<file path="config.mk">
export PLATFORM = sky130hd
export DESIGN_NAME = numeric_type_converter_unit
export DESIGN_NICKNAME = d
export VERILOG_FILES = /design/src/design/ntc_pkg.sv /design/src/design/numeric_type_converter_unit.sv /design/src/design/ntc_core.sv
export SDC_FILE = /design/constraint.sdc
export NUM_CORES = 2
export LEC_CHECK = 0
export BUFFER_PORTS_ARGS = -buffer_cell sky130_fd_sc_hd__buf_2
export CELL_PAD_IN_SITES_DETAIL_PLACEMENT = 1
export CELL_PAD_IN_SITES_GLOBAL_PLACEMENT = 2
export CORE_ASPECT_RATIO = 1.5
export CORE_MARGIN = 3
export CORE_UTILIZATION = 37
export CTS_CLUSTER_SIZE = 25
export DETAILED_ROUTE_END_ITERATION = 8
export PLACE_DENSITY_LB_ADDON = 0.25
export SYNTH_ARGS = -nofsm -noshare
export SYNTH_HDL_FRONTEND = slang
export SYNTH_SLANG_ARGS = --single-unit
</file>
<file path="constraint.sdc">
create_clock -name aclk -period 15.77 [get_ports aclk]
set_input_delay 0.7885 -clock aclk [delete_from_list [all_inputs] [get_ports aclk]]
set_output_delay 0.7885 -clock aclk [all_outputs]
set_load 0.02 [all_outputs]
</file>
<file path="src/design/ntc_pkg.sv">
`default_nettype none
package ntc_pkg;

    localparam int ValueWidth = 64;
    localparam int TypeWidth  = 3;

    typedef enum logic [2:0] {
        TYPE_I32 = 3'd0,
        TYPE_I64 = 3'd1,
        TYPE_F32 = 3'd2,
        TYPE_F64 = 3'd3
    } num_type_t;

    // Position of the highest set bit; zero for a zero input.
    function automatic logic [5:0] top_bit(input logic [63:0] x);
        logic [5:0] p;
        p = 6'd0;
        for (int i = 0; i < 64; i++) begin
            if (x[i]) begin
                p = 6'(i);
            end
        end
        return p;
    endfunction

endpackage
`default_nettype wire

</file>
<file path="src/design/numeric_type_converter_unit.sv">
`default_nettype none
// Numeric type converter between int32, int64, float32 and float64.
// Input stream: s_axis_tdata carries value_bits; s_axis_tuser carries
// src_type (bits 2:0) and dst_type (bits 5:3). Output stream: m_axis_tdata
// carries result_bits; m_axis_tuser carries ok (bit 0) and invalid (bit 1).
// Every request passes three register stages: decode, leading-one and
// alignment shift, then rounding and packing. One request is accepted every
// cycle while the receiver takes results without stalling.
// The pipeline advances as one unit: it moves whenever its last stage is
// empty or being taken, so a receiver that stalls holds all stages in place
// and s_axis_tready falls; nothing is lost or repeated.
// Reset (aresetn low, synchronous) clears the stage valid bits; payload
// registers are left as they are.
module numeric_type_converter_unit (
    input  wire logic        aclk,
    input  wire logic        aresetn,
    input  wire logic        s_axis_tvalid,
    output logic             s_axis_tready,
    // value_bits[63:0]
    input  wire logic [63:0] s_axis_tdata,
    // src_type[2:0], dst_type[5:3]
    input  wire logic [5:0]  s_axis_tuser,
    output logic             m_axis_tvalid,
    input  wire logic        m_axis_tready,
    // result_bits[63:0]
    output logic [63:0]      m_axis_tdata,
    // ok[0], invalid[1]
    output logic [1:0]       m_axis_tuser
);

    logic        en;
    logic        out_valid, out_ok, out_invalid;
    logic [63:0] out_result;

    // Whole pipeline steps when the output slot is free or being taken.
    assign en            = !out_valid || m_axis_tready;
    assign s_axis_tready = en;

    ntc_core u_core (
        .aclk        (aclk),
        .aresetn     (aresetn),
        .en          (en),
        .in_valid    (s_axis_tvalid),
        .in_value    (s_axis_tdata),
        .in_src      (s_axis_tuser[2:0]),
        .in_dst      (s_axis_tuser[5:3]),
        .out_valid   (out_valid),
        .out_result  (out_result),
        .out_ok      (out_ok),
        .out_invalid (out_invalid)
    );

    assign m_axis_tvalid = out_valid;
    assign m_axis_tdata  = out_result;
    assign m_axis_tuser  = {out_invalid, out_ok};

    // A stalled output holds its payload.
    assert property (@(posedge aclk) disable iff (!aresetn)
        m_axis_tvalid && !m_axis_tready |=>
            m_axis_tvalid && $stable(m_axis_tdata) && $stable(m_axis_tuser))
        else $error("output changed while stalled");

    // A refused conversion never raises invalid and gives zero bits.
    assert property (@(posedge aclk) disable iff (!aresetn)
        m_axis_tvalid && !m_axis_tuser[0] |-> !m_axis_tuser[1] && m_axis_tdata == 64'd0)
        else $error("refused conversion carries data");

    // Input is taken exactly when the pipeline advances; an empty output never stalls it.
    assert property (@(posedge aclk) disable iff (!aresetn)
        !m_axis_tvalid |-> s_axis_tready)
        else $error("pipeline stalled with empty output");

endmodule
`default_nettype wire

</file>
<file path="src/design/ntc_core.sv">
`default_nettype none
// Three-stage conversion datapath with a valid bit per stage and a global enable.
module ntc_core (
    input  wire logic        aclk,
    input  wire logic        aresetn,
    input  wire logic        en,
    input  wire logic        in_valid,
    input  wire logic [63:0] in_value,
    input  wire logic [2:0]  in_src,
    input  wire logic [2:0]  in_dst,
    output logic             out_valid,
    output logic [63:0]      out_result,
    output logic             out_ok,
    output logic             out_invalid
);

    // Operation class decided in stage one.
    typedef enum logic [2:0] {
        OP_DIRECT,
        OP_I2F,
        OP_F2I,
        OP_F2F64,
        OP_F2F32
    } op_t;

    // ---------------- Stage 1: decode and unpack ----------------
    logic        v1_reg;
    op_t         op1_reg;
    logic [63:0] direct1_reg;
    logic        ok1_reg;
    logic        sign1_reg;
    logic [63:0] mag1_reg;
    logic        dst32_1_reg;
    logic        is_nan1_reg, is_inf1_reg, is_zero1_reg;
    logic signed [12:0] exp1_reg;
    logic [63:0] sig1_reg;

    op_t         op1_next;
    logic [63:0] direct1_next, mag1_next, sig1_next, x_ext;
    logic        ok1_next, sign1_next, nan1_next, inf1_next, zero1_next;
    logic signed [12:0] exp1_next;

    always_comb begin
        op1_next     = OP_DIRECT;
        direct1_next = 64'd0;
        ok1_next     = 1'b1;
        sign1_next   = 1'b0;
        mag1_next    = 64'd0;
        sig1_next    = 64'd0;
        exp1_next    = 13'sd0;
        nan1_next    = 1'b0;
        inf1_next    = 1'b0;
        zero1_next   = 1'b0;
        x_ext        = (in_src == 3'(ntc_pkg::TYPE_I32))
                     ? {{32{in_value[31]}}, in_value[31:0]} : in_value;
        if (in_src > 3'(ntc_pkg::TYPE_F64) || in_dst > 3'(ntc_pkg::TYPE_F64)) begin
            ok1_next = 1'b0;
        end else if (in_src == in_dst) begin
            direct1_next = (in_src == 3'(ntc_pkg::TYPE_I32) || in_src == 3'(ntc_pkg::TYPE_F32))
                         ? {32'd0, in_value[31:0]} : in_value;
        end else if (in_src == 3'(ntc_pkg::TYPE_I32) || in_src == 3'(ntc_pkg::TYPE_I64)) begin
            if (in_dst == 3'(ntc_pkg::TYPE_I32)) begin
                direct1_next = {32'd0, x_ext[31:0]};
            end else if (in_dst == 3'(ntc_pkg::TYPE_I64)) begin
                direct1_next = x_ext;
            end else begin
                op1_next   = OP_I2F;
                sign1_next = x_ext[63];
                mag1_next  = x_ext[63] ? (64'd0 - x_ext) : x_ext;
            end
        end else if (in_src == 3'(ntc_pkg::TYPE_F32)) begin
            sign1_next = in_value[31];
            nan1_next  = (in_value[30:23] == 8'hFF) && (in_value[22:0] != 23'd0);
            inf1_next  = (in_value[30:23] == 8'hFF) && (in_value[22:0] == 23'd0);
            zero1_next = (in_value[30:23] == 8'd0);
            // Significand with its point after bit 52, exponent unbiased.
            sig1_next  = {11'd0, (in_value[30:23] != 8'd0), in_value[22:0], 29'd0};
            exp1_next  = 13'(signed'({5'd0, in_value[30:23]})) - 13'sd127;
            mag1_next  = {41'd0, in_value[22:0]};
            op1_next   = (in_dst == 3'(ntc_pkg::TYPE_F64)) ? OP_F2F64 : OP_F2I;
        end else begin
            sign1_next = in_value[63];
            nan1_next  = (in_value[62:52] == 11'h7FF) && (in_value[51:0] != 52'd0);
            inf1_next  = (in_value[62:52] == 11'h7FF) && (in_value[51:0] == 52'd0);
            zero1_next = (in_value[62:52] == 11'd0);
            sig1_next  = {11'd0, 1'b1, in_value[51:0]};
            exp1_next  = 13'(signed'({2'd0, in_value[62:52]})) - 13'sd1023;
            mag1_next  = in_value;
            op1_next   = (in_dst == 3'(ntc_pkg::TYPE_F32)) ? OP_F2F32 : OP_F2I;
        end
    end

    always_ff @(posedge aclk) begin
        if (!aresetn) begin
            v1_reg <= 1'b0;
        end else if (en) begin
            v1_reg <= in_valid;
        end
    end

    always_ff @(posedge aclk) begin
        if (en) begin
            op1_reg      <= op1_next;
            direct1_reg  <= direct1_next;
            ok1_reg      <= ok1_next;
            sign1_reg    <= sign1_next;
            mag1_reg     <= mag1_next;
            sig1_reg     <= sig1_next;
            exp1_reg     <= exp1_next;
            is_nan1_reg  <= nan1_next;
            is_inf1_reg  <= inf1_next;
            is_zero1_reg <= zero1_next;
            dst32_1_reg  <= (in_dst == 3'(ntc_pkg::TYPE_I32) || in_dst == 3'(ntc_pkg::TYPE_F32));
        end
    end

    // ---------------- Stage 2: leading one and alignment shift ----------------
    logic        v2_reg;
    op_t         op2_reg;
    logic [63:0] direct2_reg;
    logic        ok2_reg, sign2_reg, dst32_2_reg, nan2_reg, inf2_reg, zero2_reg;
    logic [63:0] mag2_reg;   // normalized: leading one at bit 63
    logic [5:0]  p2_reg;
    logic signed [12:0] exp2_reg;
    logic [63:0] sig2_reg;
    logic [63:0] int2_reg;   // truncated float-to-int magnitude
    logic        big2_reg;   // exponent at or beyond 64

    logic [5:0]  p2_next;
    logic [63:0] int2_next;
    logic        big2_next;

    always_comb begin
        p2_next   = ntc_pkg::top_bit(mag1_reg);
        int2_next = 64'd0;
        big2_next = 1'b0;
        if (exp1_reg >= 13'sd64) begin
            big2_next = 1'b1;
        end else if (exp1_reg >= 13'sd52) begin
            int2_next = sig1_reg << 6'(exp1_reg - 13'sd52);
        end else if (exp1_reg >= 13'sd0) begin
            int2_next = sig1_reg >> 6'(13'sd52 - exp1_reg);
        end
    end

    always_ff @(posedge aclk) begin
        if (!aresetn) begin
            v2_reg <= 1'b0;
        end else if (en) begin
            v2_reg <= v1_reg;
        end
    end

    always_ff @(posedge aclk) begin
        if (en) begin
            op2_reg     <= op1_reg;
            direct2_reg <= direct1_reg;
            ok2_reg     <= ok1_reg;
            sign2_reg   <= sign1_reg;
            dst32_2_reg <= dst32_1_reg;
            nan2_reg    <= is_nan1_reg;
            inf2_reg    <= is_inf1_reg;
            zero2_reg   <= is_zero1_reg;
            mag2_reg    <= mag1_reg << (6'd63 - p2_next);
            p2_reg      <= p2_next;
            exp2_reg    <= exp1_reg;
            sig2_reg    <= sig1_reg;
            int2_reg    <= int2_next;
            big2_reg    <= big2_next;
        end
    end

    // ---------------- Stage 3: round, saturate and pack ----------------
    logic        v3_reg;
    logic [63:0] res3_reg;
    logic        ok3_reg, inv3_reg;

    logic [63:0] res3_next, lim, limv, wmask;
    logic        inv3_next, rup, ovf;
    logic [24:0] r32;
    logic [53:0] r64;
    logic [63:0] kept, sub_q;
    logic [7:0]  e32;
    logic [10:0] e64;
    logic signed [12:0] be;
    logic [6:0]  sh;
    logic [63:0] rem_mask, rem, half;

    always_comb begin
        res3_next = direct2_reg;
        inv3_next = 1'b0;
        r32   = 25'd0;
        r64   = 54'd0;
        kept  = 64'd0;
        e32   = 8'd0;
        e64   = 11'd0;
        rup   = 1'b0;
        ovf   = 1'b0;
        be    = 13'sd0;
        sh    = 7'd0;
        rem_mask = 64'd0;
        rem   = 64'd0;
        half  = 64'd0;
        sub_q = 64'd0;
        lim   = dst32_2_reg ? 64'h0000_0000_8000_0000 : 64'h8000_0000_0000_0000;
        wmask = dst32_2_reg ? 64'h0000_0000_FFFF_FFFF : 64'hFFFF_FFFF_FFFF_FFFF;
        limv  = (sign2_reg ? lim : lim - 64'd1) & wmask;
        unique case (op2_reg)
            OP_DIRECT: begin
                res3_next = direct2_reg;
            end
            OP_I2F: begin
                if (mag2_reg == 64'd0) begin
                    res3_next = 64'd0;
                end else if (dst32_2_reg) begin
                    // 24 kept bits, guard at bit 39, sticky below.
                    rup = mag2_reg[39] && ((mag2_reg[38:0] != 39'd0) || mag2_reg[40]);
                    r32 = {1'b0, mag2_reg[63:40]} + {24'd0, rup};
                    e32 = 8'(p2_reg) + 8'd127 + 8'(r32[24]);
                    res3_next = {32'd0, sign2_reg, e32,
                                 r32[24] ? r32[23:1] : r32[22:0]};
                end else begin
                    rup = mag2_reg[10] && ((mag2_reg[9:0] != 10'd0) || mag2_reg[11]);
                    r64 = {1'b0, mag2_reg[63:11]} + {53'd0, rup};
                    e64 = 11'(p2_reg) + 11'd1023 + 11'(r64[53]);
                    res3_next = {sign2_reg, e64, r64[53] ? r64[52:1] : r64[51:0]};
                end
            end
            OP_F2I: begin
                if (nan2_reg) begin
                    inv3_next = 1'b1;
                    res3_next = 64'd0;
                end else if (inf2_reg || big2_reg) begin
                    inv3_next = 1'b1;
                    res3_next = limv;
                end else if (zero2_reg || exp2_reg < 13'sd0) begin
                    res3_next = 64'd0;
                end else begin
                    ovf = sign2_reg ? (int2_reg > lim) : (int2_reg > lim - 64'd1);
                    if (ovf) begin
                        inv3_next = 1'b1;
                        res3_next = limv;
                    end else begin
                        res3_next = (sign2_reg ? (64'd0 - int2_reg) : int2_reg) & wmask;
                    end
                end
            end
            OP_F2F64: begin
                if (nan2_reg || inf2_reg) begin
                    // A NaN keeps its fraction and gets the quiet bit set.
                    res3_next = {sign2_reg, 11'h7FF, nan2_reg | sig2_reg[51],
                                 sig2_reg[50:0]};
                end else if (zero2_reg) begin
                    if (mag2_reg == 64'd0) begin
                        res3_next = {sign2_reg, 63'd0};
                    end else begin
                        // Subnormal: normalized mantissa sits below bit 63 of mag2.
                        e64 = 11'(p2_reg) + 11'd874;
                        res3_next = {sign2_reg, e64, mag2_reg[62:11]};
                    end
                end else begin
                    e64 = 11'(exp2_reg + 13'sd1023);
                    res3_next = {sign2_reg, e64, sig2_reg[51:0]};
                end
            end
            OP_F2F32: begin
                be = exp2_reg + 13'sd127;
                if (nan2_reg) begin
                    res3_next = {32'd0, sign2_reg, 8'hFF, 1'b1, sig2_reg[50:29]};
                end else if (inf2_reg) begin
                    res3_next = {32'd0, sign2_reg, 8'hFF, 23'd0};
                end else if (zero2_reg || be < -13'sd30) begin
                    res3_next = {32'd0, sign2_reg, 31'd0};
                end else if (be >= 13'sd255) begin
                    res3_next = {32'd0, sign2_reg, 8'hFF, 23'd0};
                end else if (be >= 13'sd1) begin
                    rup = sig2_reg[28] && ((sig2_reg[27:0] != 28'd0) || sig2_reg[29]);
                    r32 = {1'b0, sig2_reg[52:29]} + {24'd0, rup};
                    be  = be + 13'(r32[24]);
                    if (be >= 13'sd255) begin
                        res3_next = {32'd0, sign2_reg, 8'hFF, 23'd0};
                    end else begin
                        res3_next = {32'd0, sign2_reg, 8'(be),
                                     r32[24] ? r32[23:1] : r32[22:0]};
                    end
                end else begin
                    // Subnormal result: shift 30 to 60 with round to nearest even.
                    sh       = 7'(13'sd30 - be);
                    sub_q    = sig2_reg >> sh;
                    rem_mask = (64'd1 << sh) - 64'd1;
                    rem      = sig2_reg & rem_mask;
                    half     = 64'd1 << (sh - 7'd1);
                    if (rem > half || (rem == half && sub_q[0])) begin
                        sub_q = sub_q + 64'd1;
                    end
                    res3_next = {32'd0, sign2_reg, sub_q[30:0]};
                end
            end
            default: begin
                res3_next = direct2_reg;
            end
        endcase
        kept = res3_next;
        res3_next = kept;
    end

    always_ff @(posedge aclk) begin
        if (!aresetn) begin
            v3_reg <= 1'b0;
        end else if (en) begin
            v3_reg <= v2_reg;
        end
    end

    always_ff @(posedge aclk) begin
        if (en) begin
            res3_reg <= ok2_reg ? res3_next : 64'd0;
            ok3_reg  <= ok2_reg;
            inv3_reg <= ok2_reg & inv3_next;
        end
    end

    assign out_valid   = v3_reg;
    assign out_result  = res3_reg;
    assign out_ok      = ok3_reg;
    assign out_invalid = inv3_reg;

endmodule
`default_nettype wire
</file>
### Yosys cells after proc, flatten, opt, wreduce, memory -nomap -nowiden

Cells that the tools add are included.

| storage, ports and cells | value |
|---|---|
| register bits | 568 |
| input port bits | 74 |

| cells by class | value |
|---|---|
| multiplexer cells | 123 |
| magnitude comparators | 13 |
| reductions and logical operators | 38 |
| bitwise gates (word level) | 5 |
| shifts and indexed selects | 6 |
| equality and inequality tests | 13 |
| add/subtract/negate cells | 23 |

Operators with widths:

| cell | count |
|---|---|
| $mux W64 | 23 |
| $pmux W64 S4 | 1 |
| $mux W31 | 7 |
| $and A64 B64 Y64 | 3 |
| $gt A64 B64 Y1 | 3 |
| $mux W6 | 32 |
| $mux W63 | 3 |
| $shl A1 B7 Y64 const A | 2 |
| $shl A64 B6 Y64 | 2 |
| $sub A1 B64 Y64 const A | 2 |
| $sub A64 B1 Y64 const B | 2 |
| $mux W5 | 16 |
| $eq A64 B64 Y1 | 1 |
| $logic_not A64 Y1 | 1 |
| $shr A64 B6 Y64 | 1 |
| $shr A64 B7 Y31 | 1 |
| $add A53 B1 Y54 | 1 |
| $mux W53 | 1 |
| $logic_not A52 Y1 | 1 |
| $mux W52 | 1 |
| $reduce_bool A52 Y1 | 1 |
| $add A24 B1 Y25 | 2 |
| $mux W23 | 2 |
| $reduce_bool A39 Y1 | 1 |
| 50 further kinds | 111 |

### Longest topological paths before layout

| logic depth | value |
|---|---|
| depth in word-level cells | 65 |
| mapped depth | 33 |
| gate-level depth less buffers | 29 |

### Modules after synthesis

A second synthesis with hierarchy kept.

| unflattened totals | value |
|---|---|
| cell total of the unflattened synthesis | 5603 |
| area, all modules | 48646.7 sq um |

Modules (own cells, without submodules):

| module | instances | area each (sq um) | cells an instance |
|---|---|---|---|
| ntc_core | 1 | 48625.4 | 5600 |
| numeric_type_converter_unit | 1 | 21.3 | 3 |

### Worst setup path after synthesis

OpenSTA, ideal clock, no wires.

| timing | value |
|---|---|
| kind | input to register |
| from | in m_axis_tready |
| to | reg u_core.v3_reg (netlist: u_core.out_valid) |
| buffers on the path | 0 |
| stages on the path | 2 |
| data arrival time | 14.952 ns |
| data required time | 15.070 ns |
| path slack | 0.118 ns |
| library setup time | 0.700 ns |
| cell sequence | nand2b_1 > a21boi_0 |

| between the ends | value |
|---|---|
| longest elaborated chain between the ends | 1 |

Ends and longest elaborated chain:

| element | line | text |
|---|---|---|
| from (decl) | numeric_type_converter_unit.sv:24 | `input wire logic m_axis_tready,` |
| $logic_or A1 B1 Y1 | numeric_type_converter_unit.sv:36 | `assign en = !out_valid \|\| m_axis_tready;` |
| to (signal assigned) | ntc_core.sv:311 | `v3_reg <= v2_reg;` |
| to (decl) | ntc_core.sv:174 | `logic v3_reg;` |

No other way between the ends.
A chain may end at the register's enable or synchronous reset.

### Worst setup path in the final report

| timing | value |
|---|---|
| from | reg u_core.exp2_reg[1] |
| to | reg u_core.res3_reg[11] (netlist: u_core.out_result[11]) (data pin) |

| between the ends | value |
|---|---|
| longest elaborated chain between the ends | 15 |

Ends and longest elaborated chain:

| element | line | text |
|---|---|---|
| from (decl) | ntc_core.sv:124 | `logic signed [12:0] exp2_reg;` |
| from (signal assigned) | ntc_core.sv:166 | `exp2_reg <= exp1_reg;` |
| parallel branches: the longest is 14 deep, another holds $sub A64 B1 Y64 | - |  |
| $pmux W64 S4 * | ntc_core.sv:208 | `unique case (op2_reg)` |
| to (signal assigned) | ntc_core.sv:317 | `res3_reg <= ok2_reg ? res3_next : 64'd0;` |
| to (decl) | ntc_core.sv:175 | `logic [63:0] res3_reg;` |

Mark *: on every way between the ends.

==> results.txt <==
* Number of buffers inserted for hold repair after clock tree synthesis: 0
* Class of the most critical hold timing path: input pin to register
* Drt total wl: 287.6 mm
- STA puts the critical path data arrival time at 10.44 ns.
- Most frequent standard cell in the layout excluding fill and tap cells: nand2_1
- Resized cells post-CTS: 0
- After synthesis the netlist holds a flip-flop and latch count of 544.
- Sinks on Clock Net: 544
* Worst setup margin: 5.755 ns
* Max capacitance violation total: 0
- Share of synthesized area occupied by flip-flops and latches: 0.3359
* DRC viols: 0
- The final route contains 49460 vias.
- The netlist uses 113 different library cells.
- The flow ran to the end, and the final reports show no timing, DRC or antenna violations.
- Synth warnings: 0
* Via count normalized by instance count: 6.739
- Each instance of the synthesized netlist takes up on average 8.637 sq um.
* Power density over cell area: 116.2 nW/um^2
- Relative to the synthesized area, the layout overhead comes to 9.462%.
- Clock-pin slew on the worst setup and hold paths: 0.07 ns
- Normalized max-slew margin: 0.01984
- Total global routing track utilization: 0.4139
- Final global-route overflow total: 0
* Clock buffer count from CTS: 55
- Number of post-CTS setup repair buffers: 0
- Crit path launch: u_core.exp2_reg[1]
- The region available for standard cell placement spans 130100 sq um.
- The number of hold violations in the final report was 0.
* Layout net count: 5746
* Type of element launching the critical path: register
- The cell sitting at the root of the clock tree is a clkbuf_16.
- The longest clock path from root to sink contains 3 buffers.
* Total setup violations reported at the end of the flow: 0
- Of the cells placed in the final design, the portion with a size suffix greater than 1 is 0.1290.
- After filler insertion, the fill cell instance count of the layout stands at 15260.
* Initial antenna violation count: 43
- The via count of the first global-routing pass is 49030.
* Crit. End Element: register
* Async SR Flop Fraction: 0
- Synthesis produced 5620 cells.
- Wire length per cell: 39.18 microns
- In this run the cell area of the synthesized design comes to 48540 sq um.
* Die area: 135700 sq um
- Worst clock skew: 0.05437 ns
- Final-report max-slew violation count: 0
* Reg-to-reg setup timing slack: 5.75 ns
- Number of flops mapped to enable cells by yosys: 541
- For this run, the leading register cell type out of synthesis is edfxtp_1.
- Latest clock arrival within the worst-skew pair: 0.69 ns
- The congestion estimate from routability-driven global placement came to 1.043.
* Reg-to-Reg Start: u_core.exp2_reg[1]
- By startpoint and endpoint, the worst setup path is classified as register to register.
* Commonest non-fill, non-tap cells in the layout: 717 x nand2_1, 609 x nor2_1, 541 x edfxtp_1
- The worst-case IR drop observed on VDD is 0.08705 mV.
- Derived from the worst setup path, the maximum achievable clock frequency is 99.85 MHz.
- After the first detailed-routing iteration, the DRC count stood at 5095.
- In the final layout, the multi-input gates occupy 30420 sq um.
* Chip height: 449.6 microns
* Half-perimeter wire length after placement: 222.9 mm
* Required time of the critical path: 16.19 ns
- Global-route wire length before repair: 395.5 mm
- Entering global routing, the biggest net connects 187 pins.
- Horizontal extent of the die: 301.7 microns
- Counting every net in the synthesized netlist gives 5815.
- Starting Density: 0.3730
* TritonCTS clock tree: built
* I/O Pins: 142
* Final ANT Viol Nets: 0
- Setup repair after global routing left no endpoint under its margin.
- Setup_tns: 0 ns
* Max FO, Critical Path: 32
- Worst slack at placement: 5.948 ns
- Number of levels in the clock H-tree: 2
* Buffers on Ports: 141
- Number of cell rows: 162
* First drt pass iteration count: 6
- In the final layout, flip-flops and latches occupy 16310 sq um.
- Subtracting the final worst setup slack from the clock period gives 10.02 ns.
* Final clock period utilization by the worst path: 0.6351
- Hold Crit Start: aresetn
- Static power due to leakage: 19.98 nW
- Worst-Margin Slew: 1.455 ns
through the flow:
step                      area, sq um    util  hold slack, ns  std cells  total power, mW
after CTS                       53030  0.4075          0.3672       7314            6.086
after global routing            53090  0.4080          0.4168       7321            6.362
final                           53130  0.4083          0.3992       7339            6.173
after floorplan                 48540       -          0.4003       5620            3.587
after global placement          51160  0.3932          0.4023       7209            4.692
after detailed placement        51170  0.3932          0.4057       7210            4.706
Yosys cell counts, types with 67 or more instances:
library cell    n  area [sq um]
xor2_1        129          1130
nand2_1       717          2691
ha_1          121          1514
a211oi_1       73         548.0
nand3_1       144         720.7
edfxtp_1      541         16250
mux2i_1       274          2743
o21ai_0       439          2197
nor2_1        617          2316
a21oi_1       440          2202
xnor2_1       105         919.6
nor3_1        125         625.6
a31oi_1        67         419.2
mux4_2        140          3153
o22ai_1        68         425.4
and2_1         89         556.8
inv_1          80         300.3
clkbuf_1      346          1299
power by group:
group          switching [mW]  internal [mW]  total [mW]
registers               0.332           1.78        2.11
clock network           0.633          0.753        1.39
logic                    1.86          0.820        2.68
total                    2.82           3.35        6.17
kinds of logic after synthesis:
logic type      count (synthesis)  share of synthesized area
flops                         544                     0.3359
simple gates                 2135                     0.2070
mux                           454                     0.1307
fa+ha+maj                     121                    0.03119
xor+xnor                      237                    0.04346
compound gates               1603                     0.2092
buf+inv                       526                    0.04248
critical path: stages (launching register included):
cell and delay [ns]:
edfxtp_1 0.65, inv_1 0.23, ha_4 0.65, buf_4 0.53
and4bb_2 0.31, a211oi_2 0.35, or3_1 0.79, a21oi_1 0.25
a21oi_1 0.78, a21o_1 0.30, nand2_2 0.20, nor3_2 0.48
nand2_1 0.27, o211a_1 0.27, o21a_1 0.21, ha_1 0.31
o21a_1 0.11, a2111oi_0 0.40, o211ai_1 0.25, a2111o_1 0.42
a21oi_1 0.61, a221oi_2 0.11, nand4_1 0.40, nor3_2 0.13
xor2_1 0.17, a2111oi_0 0.43, nor2_1 0.09
path summary, 6_finish.rpt:
| check | to | depth (start not counted) |
|---|---|---|
| max reg2reg | u_core.out_result[11] | 26 |
| max | u_core.out_result[11] | 26 |
| min reg2reg | u_core.direct2_reg[9] | 0 |
| min | u_core.v1_reg | 2 |
per-layer routing:
metal | share of wire | vias up | global-route usage
met3 | 0.072 | 920 | 0.07255
met5 | 0.00058 | - | 0
met2 | 0.47 | 2749 | 0.6802
li1 | - | 21040 | -
met1 | 0.35 | 24730 | 0.4612
met4 | 0.11 | 26 | 0.3563
final cells by class:
| type | instances | area share |
|---|---|---|
| inverters | 86 | 0.006075 |
| repair buffers | 314 | 0.03803 |
| clock inverters | 36 | 0.007677 |
| clock buffers | 68 | 0.02739 |
| flip-flops and latches | 544 | 0.3069 |
| multi-input cells | 4550 | 0.5725 |
| diodes | 19 | 0.0008948 |
| well taps | 1722 | 0.04055 |
(Power assumes the default switching activity.)
